===== config.mk =====
export PLATFORM = sky130hd
export DESIGN_NAME = url_form_query_splitter_core
export DESIGN_NICKNAME = d
export VERILOG_FILES = /design/src/rtl/core/ufqs_pkg.sv /design/src/rtl/core/ufqs_pct_decode.sv /design/src/rtl/core/ufqs_splitter.sv /design/src/rtl/core/ufqs_result_fifo.sv /design/src/rtl/core/url_form_query_splitter_core.sv
export SDC_FILE = /design/constraint.sdc
export NUM_CORES = 1
export LEC_CHECK = 0
export BUFFER_PORTS_ARGS = -buffer_cell sky130_fd_sc_hd__clkbuf_2
export CAP_MARGIN = 30
export CORE_MARGIN = 1
export CORE_UTILIZATION = 55
export CTS_CLUSTER_SIZE = 16
export DETAILED_ROUTE_END_ITERATION = 7
export PLACE_DENSITY = 0.85
export SYNTH_ARGS = -nofsm -noshare
export SYNTH_HDL_FRONTEND = slang
export SYNTH_SLANG_ARGS = --single-unit

===== constraint.sdc =====
create_clock -name clk_i -period 6.43 [get_ports clk_i]
set_clock_uncertainty 0.15 [all_clocks]
set_input_delay 0.9645 -clock clk_i [delete_from_list [all_inputs] [get_ports clk_i]]
set_output_delay 0.9645 -clock clk_i [all_outputs]
set_load 0.05 [all_outputs]

===== src/rtl/core/ufqs_pkg.sv =====
// ----------------------------------------------------------------------------
// ufqs_pkg
// Shared types, character codes and helpers for the form query splitter.
// ----------------------------------------------------------------------------
package ufqs_pkg;

  localparam logic [7:0] CharPct   = 8'h25;
  localparam logic [7:0] CharPlus  = 8'h2B;
  localparam logic [7:0] CharSpace = 8'h20;
  localparam logic [7:0] CharQmark = 8'h3F;
  localparam logic [7:0] CharEq    = 8'h3D;
  localparam logic [7:0] CharAmp   = 8'h26;

  localparam logic [7:0] PairLimitReset = 8'd32;

  typedef enum logic [2:0] {
    KIND_NAME    = 3'd0,
    KIND_VALUE   = 3'd1,
    KIND_PAIR    = 3'd2,
    KIND_DISCARD = 3'd3,
    KIND_END     = 3'd4
  } kind_e;

  typedef enum logic [1:0] {
    ESC_NONE  = 2'd0,
    ESC_PCT   = 2'd1,
    ESC_DIGIT = 2'd2
  } esc_e;

  typedef enum logic [1:0] {
    MODE_NAME_EMPTY = 2'd0,
    MODE_VALUE      = 2'd1,
    MODE_IGNORE     = 2'd2,
    MODE_NAME_BUSY  = 2'd3
  } mode_e;

  // One decoded byte handed from the percent decoder to the splitter.
  typedef struct packed {
    logic       have;
    logic [7:0] data;
  } dec_t;

  typedef struct packed {
    kind_e      kind;
    logic [7:0] data;
    logic [7:0] idx;
    logic       done;
  } result_t;

  // Up to two results produced by one input item, in delivery order.
  typedef struct packed {
    logic [1:0] count;
    result_t    first;
    result_t    second;
  } split_t;

  // Bit 4 flags a hex digit, bits 3..0 carry its value.
  function automatic logic [4:0] hex_digit(input logic [7:0] c);
    logic [4:0] r;
    r = 5'd0;
    if (c >= 8'h30 && c <= 8'h39) begin
      r = {1'b1, c[3:0]};
    end else if ((c >= 8'h61 && c <= 8'h66) || (c >= 8'h41 && c <= 8'h46)) begin
      r = {1'b1, c[3:0] + 4'd9};
    end
    return r;
  endfunction

endpackage


===== src/rtl/core/ufqs_pct_decode.sv =====
// ----------------------------------------------------------------------------
// ufqs_pct_decode
// Percent and plus decoding of the raw byte stream, with escape state.
// ----------------------------------------------------------------------------
module ufqs_pct_decode (
  input  logic          clk_i,
  input  logic          rst_ni,
  input  logic          accept_i,
  input  logic [7:0]    raw_byte_i,
  input  logic          final_byte_i,
  output ufqs_pkg::dec_t dec_o
);

  ufqs_pkg::esc_e esc_q, esc_d;
  logic [4:0]     first_digit_q, first_digit_d;
  logic [4:0]     hv;

  always_comb begin
    hv            = ufqs_pkg::hex_digit(raw_byte_i);
    dec_o         = '0;
    esc_d         = esc_q;
    first_digit_d = first_digit_q;
    case (esc_q)
      ufqs_pkg::ESC_PCT: begin
        if (final_byte_i) begin
          // The escape is cut short: a lone hex digit yields its own value as a byte.
          dec_o.data = hv[4] ? {4'd0, hv[3:0]} : ufqs_pkg::CharQmark;
          dec_o.have = 1'b1;
          esc_d      = ufqs_pkg::ESC_NONE;
        end else begin
          first_digit_d = hv[4] ? hv : 5'd0;
          esc_d         = ufqs_pkg::ESC_DIGIT;
        end
      end
      ufqs_pkg::ESC_DIGIT: begin
        if (first_digit_q[4]) begin
          dec_o.data = hv[4] ? {first_digit_q[3:0], hv[3:0]} : {4'd0, first_digit_q[3:0]};
        end else begin
          dec_o.data = ufqs_pkg::CharQmark;
        end
        dec_o.have = 1'b1;
        esc_d      = ufqs_pkg::ESC_NONE;
      end
      default: begin
        esc_d = ufqs_pkg::ESC_NONE;
        if (raw_byte_i == ufqs_pkg::CharPct) begin
          if (final_byte_i) begin
            dec_o.data = ufqs_pkg::CharQmark;
            dec_o.have = 1'b1;
          end else begin
            esc_d = ufqs_pkg::ESC_PCT;
          end
        end else begin
          dec_o.data = (raw_byte_i == ufqs_pkg::CharPlus) ? ufqs_pkg::CharSpace : raw_byte_i;
          dec_o.have = 1'b1;
        end
      end
    endcase
    if (final_byte_i) begin
      esc_d         = ufqs_pkg::ESC_NONE;
      first_digit_d = 5'd0;
    end
  end

  always_ff @(posedge clk_i or negedge rst_ni) begin
    if (!rst_ni) begin
      esc_q         <= ufqs_pkg::ESC_NONE;
      first_digit_q <= 5'd0;
    end else if (accept_i) begin
      esc_q         <= esc_d;
      first_digit_q <= first_digit_d;
    end
  end

endmodule


===== src/rtl/core/ufqs_splitter.sv =====
// ----------------------------------------------------------------------------
// ufqs_splitter
// Splits decoded bytes into name and value results and tracks the pair count.
// ----------------------------------------------------------------------------
module ufqs_splitter (
  input  logic            clk_i,
  input  logic            rst_ni,
  input  logic            accept_i,
  input  ufqs_pkg::dec_t  dec_i,
  input  logic            final_byte_i,
  input  logic [7:0]      pair_limit_i,
  output ufqs_pkg::split_t split_o
);

  ufqs_pkg::mode_e   mode_q, mode_d, mode_mid;
  logic [7:0]        pairs_q, pairs_d, pairs_mid;
  ufqs_pkg::result_t sres, fres;
  logic              s_emit;
  logic              at_limit;

  always_comb begin
    mode_mid  = mode_q;
    pairs_mid = pairs_q;
    sres      = '0;
    s_emit    = 1'b0;
    at_limit  = (pairs_q >= pair_limit_i);

    if (dec_i.have) begin
      case (mode_q)
        ufqs_pkg::MODE_IGNORE: begin
          mode_mid = ufqs_pkg::MODE_IGNORE;
        end
        ufqs_pkg::MODE_VALUE: begin
          s_emit   = 1'b1;
          sres.idx = pairs_q - 8'd1;
          if (dec_i.data == ufqs_pkg::CharAmp) begin
            sres.kind = ufqs_pkg::KIND_PAIR;
            mode_mid  = at_limit ? ufqs_pkg::MODE_IGNORE : ufqs_pkg::MODE_NAME_EMPTY;
          end else begin
            sres.kind = ufqs_pkg::KIND_VALUE;
            sres.data = dec_i.data;
          end
        end
        default: begin
          sres.idx = pairs_q;
          if (dec_i.data == ufqs_pkg::CharEq) begin
            if (at_limit) begin
              s_emit    = 1'b1;
              sres.kind = ufqs_pkg::KIND_DISCARD;
              mode_mid  = ufqs_pkg::MODE_IGNORE;
            end else begin
              pairs_mid = pairs_q + 8'd1;
              mode_mid  = ufqs_pkg::MODE_VALUE;
            end
          end else if (dec_i.data == ufqs_pkg::CharAmp) begin
            s_emit    = (mode_q == ufqs_pkg::MODE_NAME_BUSY);
            sres.kind = ufqs_pkg::KIND_DISCARD;
            mode_mid  = ufqs_pkg::MODE_NAME_EMPTY;
          end else begin
            s_emit    = 1'b1;
            sres.kind = ufqs_pkg::KIND_NAME;
            sres.data = dec_i.data;
            mode_mid  = ufqs_pkg::MODE_NAME_BUSY;
          end
        end
      endcase
    end

    // The closing result of a query sees the state left by its last byte.
    fres      = '0;
    fres.done = 1'b1;
    case (mode_mid)
      ufqs_pkg::MODE_VALUE: begin
        fres.kind = ufqs_pkg::KIND_PAIR;
        fres.idx  = pairs_mid - 8'd1;
      end
      ufqs_pkg::MODE_NAME_BUSY: begin
        fres.kind = ufqs_pkg::KIND_DISCARD;
        fres.idx  = pairs_mid;
      end
      default: begin
        fres.kind = ufqs_pkg::KIND_END;
      end
    endcase

    split_o = '0;
    if (s_emit) begin
      split_o.first  = sres;
      split_o.second = fres;
    end else begin
      split_o.first  = fres;
    end
    split_o.count = {1'b0, s_emit} + {1'b0, final_byte_i};

    if (final_byte_i) begin
      mode_d  = ufqs_pkg::MODE_NAME_EMPTY;
      pairs_d = 8'd0;
    end else begin
      mode_d  = mode_mid;
      pairs_d = pairs_mid;
    end
  end

  always_ff @(posedge clk_i or negedge rst_ni) begin
    if (!rst_ni) begin
      mode_q  <= ufqs_pkg::MODE_NAME_EMPTY;
      pairs_q <= 8'd0;
    end else if (accept_i) begin
      mode_q  <= mode_d;
      pairs_q <= pairs_d;
    end
  end

endmodule


===== src/rtl/core/ufqs_result_fifo.sv =====
// ----------------------------------------------------------------------------
// ufqs_result_fifo
// Small result queue: takes up to two items a cycle, delivers one a cycle when popped.
// ----------------------------------------------------------------------------
module ufqs_result_fifo #(
  parameter int Depth = 4
) (
  input  logic              clk_i,
  input  logic              rst_ni,
  input  logic [1:0]        push_n_i,
  input  ufqs_pkg::result_t push0_i,
  input  ufqs_pkg::result_t push1_i,
  input  logic              pop_i,
  output ufqs_pkg::result_t head_o,
  output logic [$clog2(Depth+1)-1:0] level_o
);

  localparam int PtrW = $clog2(Depth);
  localparam int CntW = $clog2(Depth + 1);

  ufqs_pkg::result_t mem_q [Depth];
  logic [PtrW-1:0]   wr_ptr_q, rd_ptr_q, wr_ptr_nxt;
  logic [CntW-1:0]   count_q, count_d;

  // Depth must be a power of two so the pointers wrap by themselves; this block does not check it.
  assign wr_ptr_nxt = wr_ptr_q + PtrW'(1);
  assign count_d    = count_q + CntW'(push_n_i) - CntW'(pop_i);
  assign head_o     = mem_q[rd_ptr_q];
  assign level_o    = count_q;

  always_ff @(posedge clk_i) begin
    if (push_n_i != 2'd0) begin
      mem_q[wr_ptr_q] <= push0_i;
    end
    if (push_n_i == 2'd2) begin
      mem_q[wr_ptr_nxt] <= push1_i;
    end
  end

  always_ff @(posedge clk_i or negedge rst_ni) begin
    if (!rst_ni) begin
      wr_ptr_q <= '0;
      rd_ptr_q <= '0;
      count_q  <= '0;
    end else begin
      wr_ptr_q <= wr_ptr_q + PtrW'(push_n_i);
      if (pop_i) begin
        rd_ptr_q <= rd_ptr_q + PtrW'(1);
      end
      count_q <= count_d;
    end
  end

endmodule


===== src/rtl/core/url_form_query_splitter_core.sv =====
// ----------------------------------------------------------------------------
// url_form_query_splitter_core
// Percent-decodes a form query a byte at a time and splits it into pairs.
// ----------------------------------------------------------------------------
//  Channel  Direction  Handshake                 Payload
//  cfg      in         cfg_we_i                  cfg_wdata_i (pair limit)
//  in       in         in_valid_i / in_stall_o   raw_byte_i, final_byte_i
//  out      out        out_valid_o / out_stall_i kind_o, decoded_byte_o,
//                                                pair_index_o, query_done_o
//
// One byte is taken per cycle unless in_stall_o is set; its results are ready
// in the next cycle. A byte yields zero, one or two results, and the output port
// delivers one per cycle unless out_stall_i is set, so two results leave in turn.
// in_stall_o rises when the result queue has fewer than two free entries.
// Reset clears the decoder, the splitter and the queue, and sets the limit to 32.
// FifoDepth must be a power of two, at least 2.
module url_form_query_splitter_core #(
  parameter int FifoDepth = 4
) (
  input  logic       clk_i,
  input  logic       rst_ni,
  input  logic       cfg_we_i,
  input  logic [7:0] cfg_wdata_i,
  input  logic       in_valid_i,
  output logic       in_stall_o,
  input  logic [7:0] raw_byte_i,
  input  logic       final_byte_i,
  output logic       out_valid_o,
  input  logic       out_stall_i,
  output logic [2:0] kind_o,
  output logic [7:0] decoded_byte_o,
  output logic [7:0] pair_index_o,
  output logic       query_done_o
);

  localparam int CntW = $clog2(FifoDepth + 1);

  logic                    in_accept;
  logic                    out_pop;
  logic [7:0]              pair_limit_q;
  ufqs_pkg::dec_t          dec;
  ufqs_pkg::split_t        split;
  ufqs_pkg::result_t       head;
  logic [1:0]              push_n;
  logic [CntW-1:0]         fifo_level;

  always_ff @(posedge clk_i or negedge rst_ni) begin
    if (!rst_ni) begin
      pair_limit_q <= ufqs_pkg::PairLimitReset;
    end else if (cfg_we_i) begin
      pair_limit_q <= cfg_wdata_i;
    end
  end

  assign in_stall_o = (fifo_level > CntW'(FifoDepth - 2));
  assign in_accept  = in_valid_i && !in_stall_o;
  assign out_valid_o = (fifo_level != '0);
  assign out_pop    = out_valid_o && !out_stall_i;
  assign push_n     = in_accept ? split.count : 2'd0;

  ufqs_pct_decode u_decode (
    .clk_i        (clk_i),
    .rst_ni       (rst_ni),
    .accept_i     (in_accept),
    .raw_byte_i   (raw_byte_i),
    .final_byte_i (final_byte_i),
    .dec_o        (dec)
  );

  ufqs_splitter u_splitter (
    .clk_i        (clk_i),
    .rst_ni       (rst_ni),
    .accept_i     (in_accept),
    .dec_i        (dec),
    .final_byte_i (final_byte_i),
    .pair_limit_i (pair_limit_q),
    .split_o      (split)
  );

  ufqs_result_fifo #(
    .Depth (FifoDepth)
  ) u_fifo (
    .clk_i    (clk_i),
    .rst_ni   (rst_ni),
    .push_n_i (push_n),
    .push0_i  (split.first),
    .push1_i  (split.second),
    .pop_i    (out_pop),
    .head_o   (head),
    .level_o  (fifo_level)
  );

  assign kind_o         = head.kind;
  assign decoded_byte_o = head.data;
  assign pair_index_o   = head.idx;
  assign query_done_o   = head.done;

  // A final byte always produces at least the closing result.
  a_final_has_result: assert property (@(posedge clk_i) disable iff (!rst_ni)
    (in_accept && final_byte_i) |-> (split.count != 2'd0))
    else $error("final byte produced no result");

  a_level_bound: assert property (@(posedge clk_i) disable iff (!rst_ni)
    fifo_level <= CntW'(FifoDepth))
    else $error("result queue overflow");

  a_final_visible: assert property (@(posedge clk_i) disable iff (!rst_ni)
    (in_accept && final_byte_i) |=> out_valid_o)
    else $error("closing result not presented after final byte");

  a_no_push_when_full: assert property (@(posedge clk_i) disable iff (!rst_ni)
    (in_stall_o) |=> (fifo_level <= $past(fifo_level)))
    else $error("queue grew while input was stalled");

endmodule


==> impl_metrics.json <==
{
  "status": "completed",
  "place_area_um2": 6800,
  "final_cell_mix": "80 x nand2_1, 48 x o21ai_0, 48 x edfxtp_1",
  "hold_viol": 0,
  "cpPeakStageDelay_ns": 0.73,
  "routabilityCongestion": 0.926,
  "top_level_ports": 44,
  "path_cells": "clkbuf_2 > inv_1 > ha_1 > o21bai_1 > a21oi_1 > o31ai_1 > o22ai_1 > or4_1 > o22ai_1 > nand2_1 > o211ai_2 > inv_1 > ha_1 > o21ai_1 > or3b_2 > mux2i_1 > nand2_1 > o22ai_1",
  "min_delay_path_depth": 2,
  "gr-total-overflow": 0,
  "hpwl_um": 11300,
  "nets": 716,
  "vias_per_cell": 6.48,
  "drt-total-wl_um": 15500,
  "yosysUniqueCellTypes": 70,
  "n_fill_cell": 909,
  "critPathMaxFanout": 9,
  "cts-root-to-sink-buffers": 2,
  "reg2reg_slack_ns": 1.21,
  "die_w_um": 110,
  "rr_worst_depth": 16,
  "cts_root_buffer": "clkbuf_16",
  "tns_ns": 0,
  "power_uw": 3150,
  "dieArea_um2": 12100,
  "cp_top_family": "compound AO/OA/AOI/OAI gates",
  "initial_utilization_pct": 56.4,
  "clk_latency_ns": 0.37,
  "cp_slowest_cell": "or4_1",
  "crit_end": "u_fifo.mem_q[2][7]",
  "path_depth": 18,
  "finalMaxSlewViolations": 0,
  "final_common_cell": "nand2_1",
  "syn-cell-area_um2": 6440,
  "synth_edf_count": 48,
  "cts_tree": "done",
  "grt_max_degree": 33,
  "ir_drop_mv": 0.263,
  "p_per_area_nw_per_um2": 445,
  "dpl.cell_count": 799,
  "cts_buffers": 9,
  "drtPass1Iterations": 6,
  "syn2layout_area_growth_pct": 10.2,
  "arrival_ns": 5.96,
  "multi_input_area_um2": 3300,
  "dieHeight_um": 110,
  "syn-num-nets": 683,
  "setup_violations": 0,
  "r2r_end": "u_fifo.mem_q[2][7]",
  "cp_num_buf_inv": 3,
  "antenna_found_initial": 0,
  "register_area_um2": 2880,
  "maxSlewHeadroom_pct": 42.1,
  "rows": 39,
  "via_count": 5281,
  "layout-drive-gt1-share_pct": 16.1,
  "yosys.area.top_type_share_pct": 22.4,
  "final_cells": 815,
  "synth_largest_area_cell": "edfxtp_1",
  "timing.rr.start": "u_decode.esc_q[0]",
  "fin_crit_sh_pct": 91.8,
  "final_area_um2": 7090,
  "cp_common_cell": "o22ai_1",
  "async_reset_ff_share_pct": 28.6,
  "tightest_slew_ns": 0.868,
  "antennaDiodeCount": 0,
  "core-area_um2": 11400,
  "p_leak_uw": 0.00273,
  "synth_area_per_cell_um2": 10.2,
  "cap_violations": 0,
  "ys_warn_count": 0,
  "hold_path_class": "register to register",
  "crit_path_start": "raw_byte_i[1]",
  "ys_seq_elements": 112,
  "whs_ns": 0.316,
  "netlist_instances": 634,
  "grt_pass1_vias": 5009,
  "grt_pass1_wl_um": 24700,
  "postCtsSetupRepairBufs": 0,
  "routedWlPerCell_um": 19.0,
  "fmax_mhz": 169,
  "cp-end-kind": "register",
  "cp_data_required_time_ns": 6.48,
  "cts.sinks": 112,
  "ys_top_cells_by_area": "edfxtp_1 22%, dfrtp_1 12%, dfxtp_1 9.9%",
  "rsz0062_at_grt": "no",
  "synthFlopType": "edfxtp_1",
  "path_clk_slew_ns": 0.07,
  "route.detailed.drc": 0,
  "cp-start-kind": "input port",
  "path_class": "input port to register",
  "dr.first_iter.drc_count": 540,
  "period_needed_ns": 5.90,
  "seq_area_frac_synth_pct": 44.8,
  "detail-route-antenna-nets": 0,
  "htreeDepth": 3,
  "portBuffers": 43,
  "grt_use_total_pct": 26.8,
  "cts_resized": 0,
  "hold_buffers": 0
}
## cells in the mapped netlist, types with 3 or more instances
library cell	instances
edfxtp_1	48
nand4_1	5
nand3b_1	3
a31oi_1	6
a21o_1	5
o21ai_0	48
or3_1	4
nand2_1	80
mux2i_1	7
o22ai_1	44
a211oi_1	4
dfrtp_1	31
nor2b_1	8
nor3_1	13
o21a_1	5
dfxtp_1	32
nand2b_1	10
and3_1	4
o2111ai_1	3
mux4_2	20
a22o_1	16
inv_1	33
xor2_1	16
xnor2_1	13
nor3b_1	4
a21oi_1	17
o2bb2ai_1	5
and2_1	6
ha_1	26
nor4_1	3
clkbuf_1	23
or2_2	5
nand3_1	7
nor2_1	31
buf_1	5
## layout make-up
cell class	instances	area share (%)
clock buffers	9	3.18
clock inverters	7	0.935
inverters	33	1.75
multi-input cells	458	46.6
flip-flops and latches	112	40.7
well taps	143	2.52
repair buffers	53	4.37
## report_power, final
part | switching, uW | internal [uW]
Combinational | 1020 | 518
Sequential | 135 | 930
Clock | 277 | 271
## cell families (layout without fill, tap and decap cells)
group / after synthesis / in the layout / share of synthesized area [%]
and+or+nand+nor: 197 / 197 / 15.7
AOI/OAI and AO/OA: 176 / 176 / 17.9
DFF: 112 / 112 / 44.8
buffers and inverters: 64 / 102 / 3.89
xor gates and xnor gates: 29 / 29 / 3.94
muxes: 29 / 29 / 8.43
adders and majority gates: 27 / 27 / 5.36
## tightest hold or removal path, cell delays in order (launching register included)
cell and delay [ns]:
dfxtp_1 0.33, nand2_1 0.04, o21ai_0 0.06
## sequential cells by signal, summed over array words and instances (netlist names)
name	count
u_fifo.mem_q	80
u_fifo.rd_ptr_q	2
u_fifo.wr_ptr_q	2
u_decode.esc_q	2
u_splitter.pairs_q	8
pair_limit_q	8
u_decode.first_digit_q	5
u_splitter.mode_q	2
u_fifo.level_o	3
## how the worst min path moves through the flow
| stage | start | to |
|---|---|---|
| floorplan | u_fifo.mem_q[1][10] | u_fifo.mem_q[1][10] |
| global placement | u_fifo.mem_q[1][12] | u_fifo.mem_q[1][12] |
| detailed placement | u_fifo.mem_q[1][9] | u_fifo.mem_q[1][9] |
| CTS | u_fifo.mem_q[1][9] | u_fifo.mem_q[1][9] |
| global route | u_fifo.mem_q[1][9] | u_fifo.mem_q[1][9] |
| finish | u_fifo.mem_q[1][9] | u_fifo.mem_q[1][9] |
## per-stage QoR
stage | utilization [%] | setup WS [ns]
after floorplan | - | 0.818
after global placement | 59.3 | 0.467
after detailed placement | 59.6 | 0.205
after CTS | 62.1 | 0.555
after global routing | 62.1 | 0.0235
final | 62.1 | 0.527
## per-layer routing
metal / global-route usage, % / up-vias / share of wire, %
met5: 0 / - / 0
met4: 10.3 / 0 / 2.3
met3: 4.41 / 41 / 8.7
met2: 43.9 / 298 / 49
met1: 35.8 / 2511 / 40
li1: - / 2431 / -
Note: power is estimated with default switching activity, not from simulation.
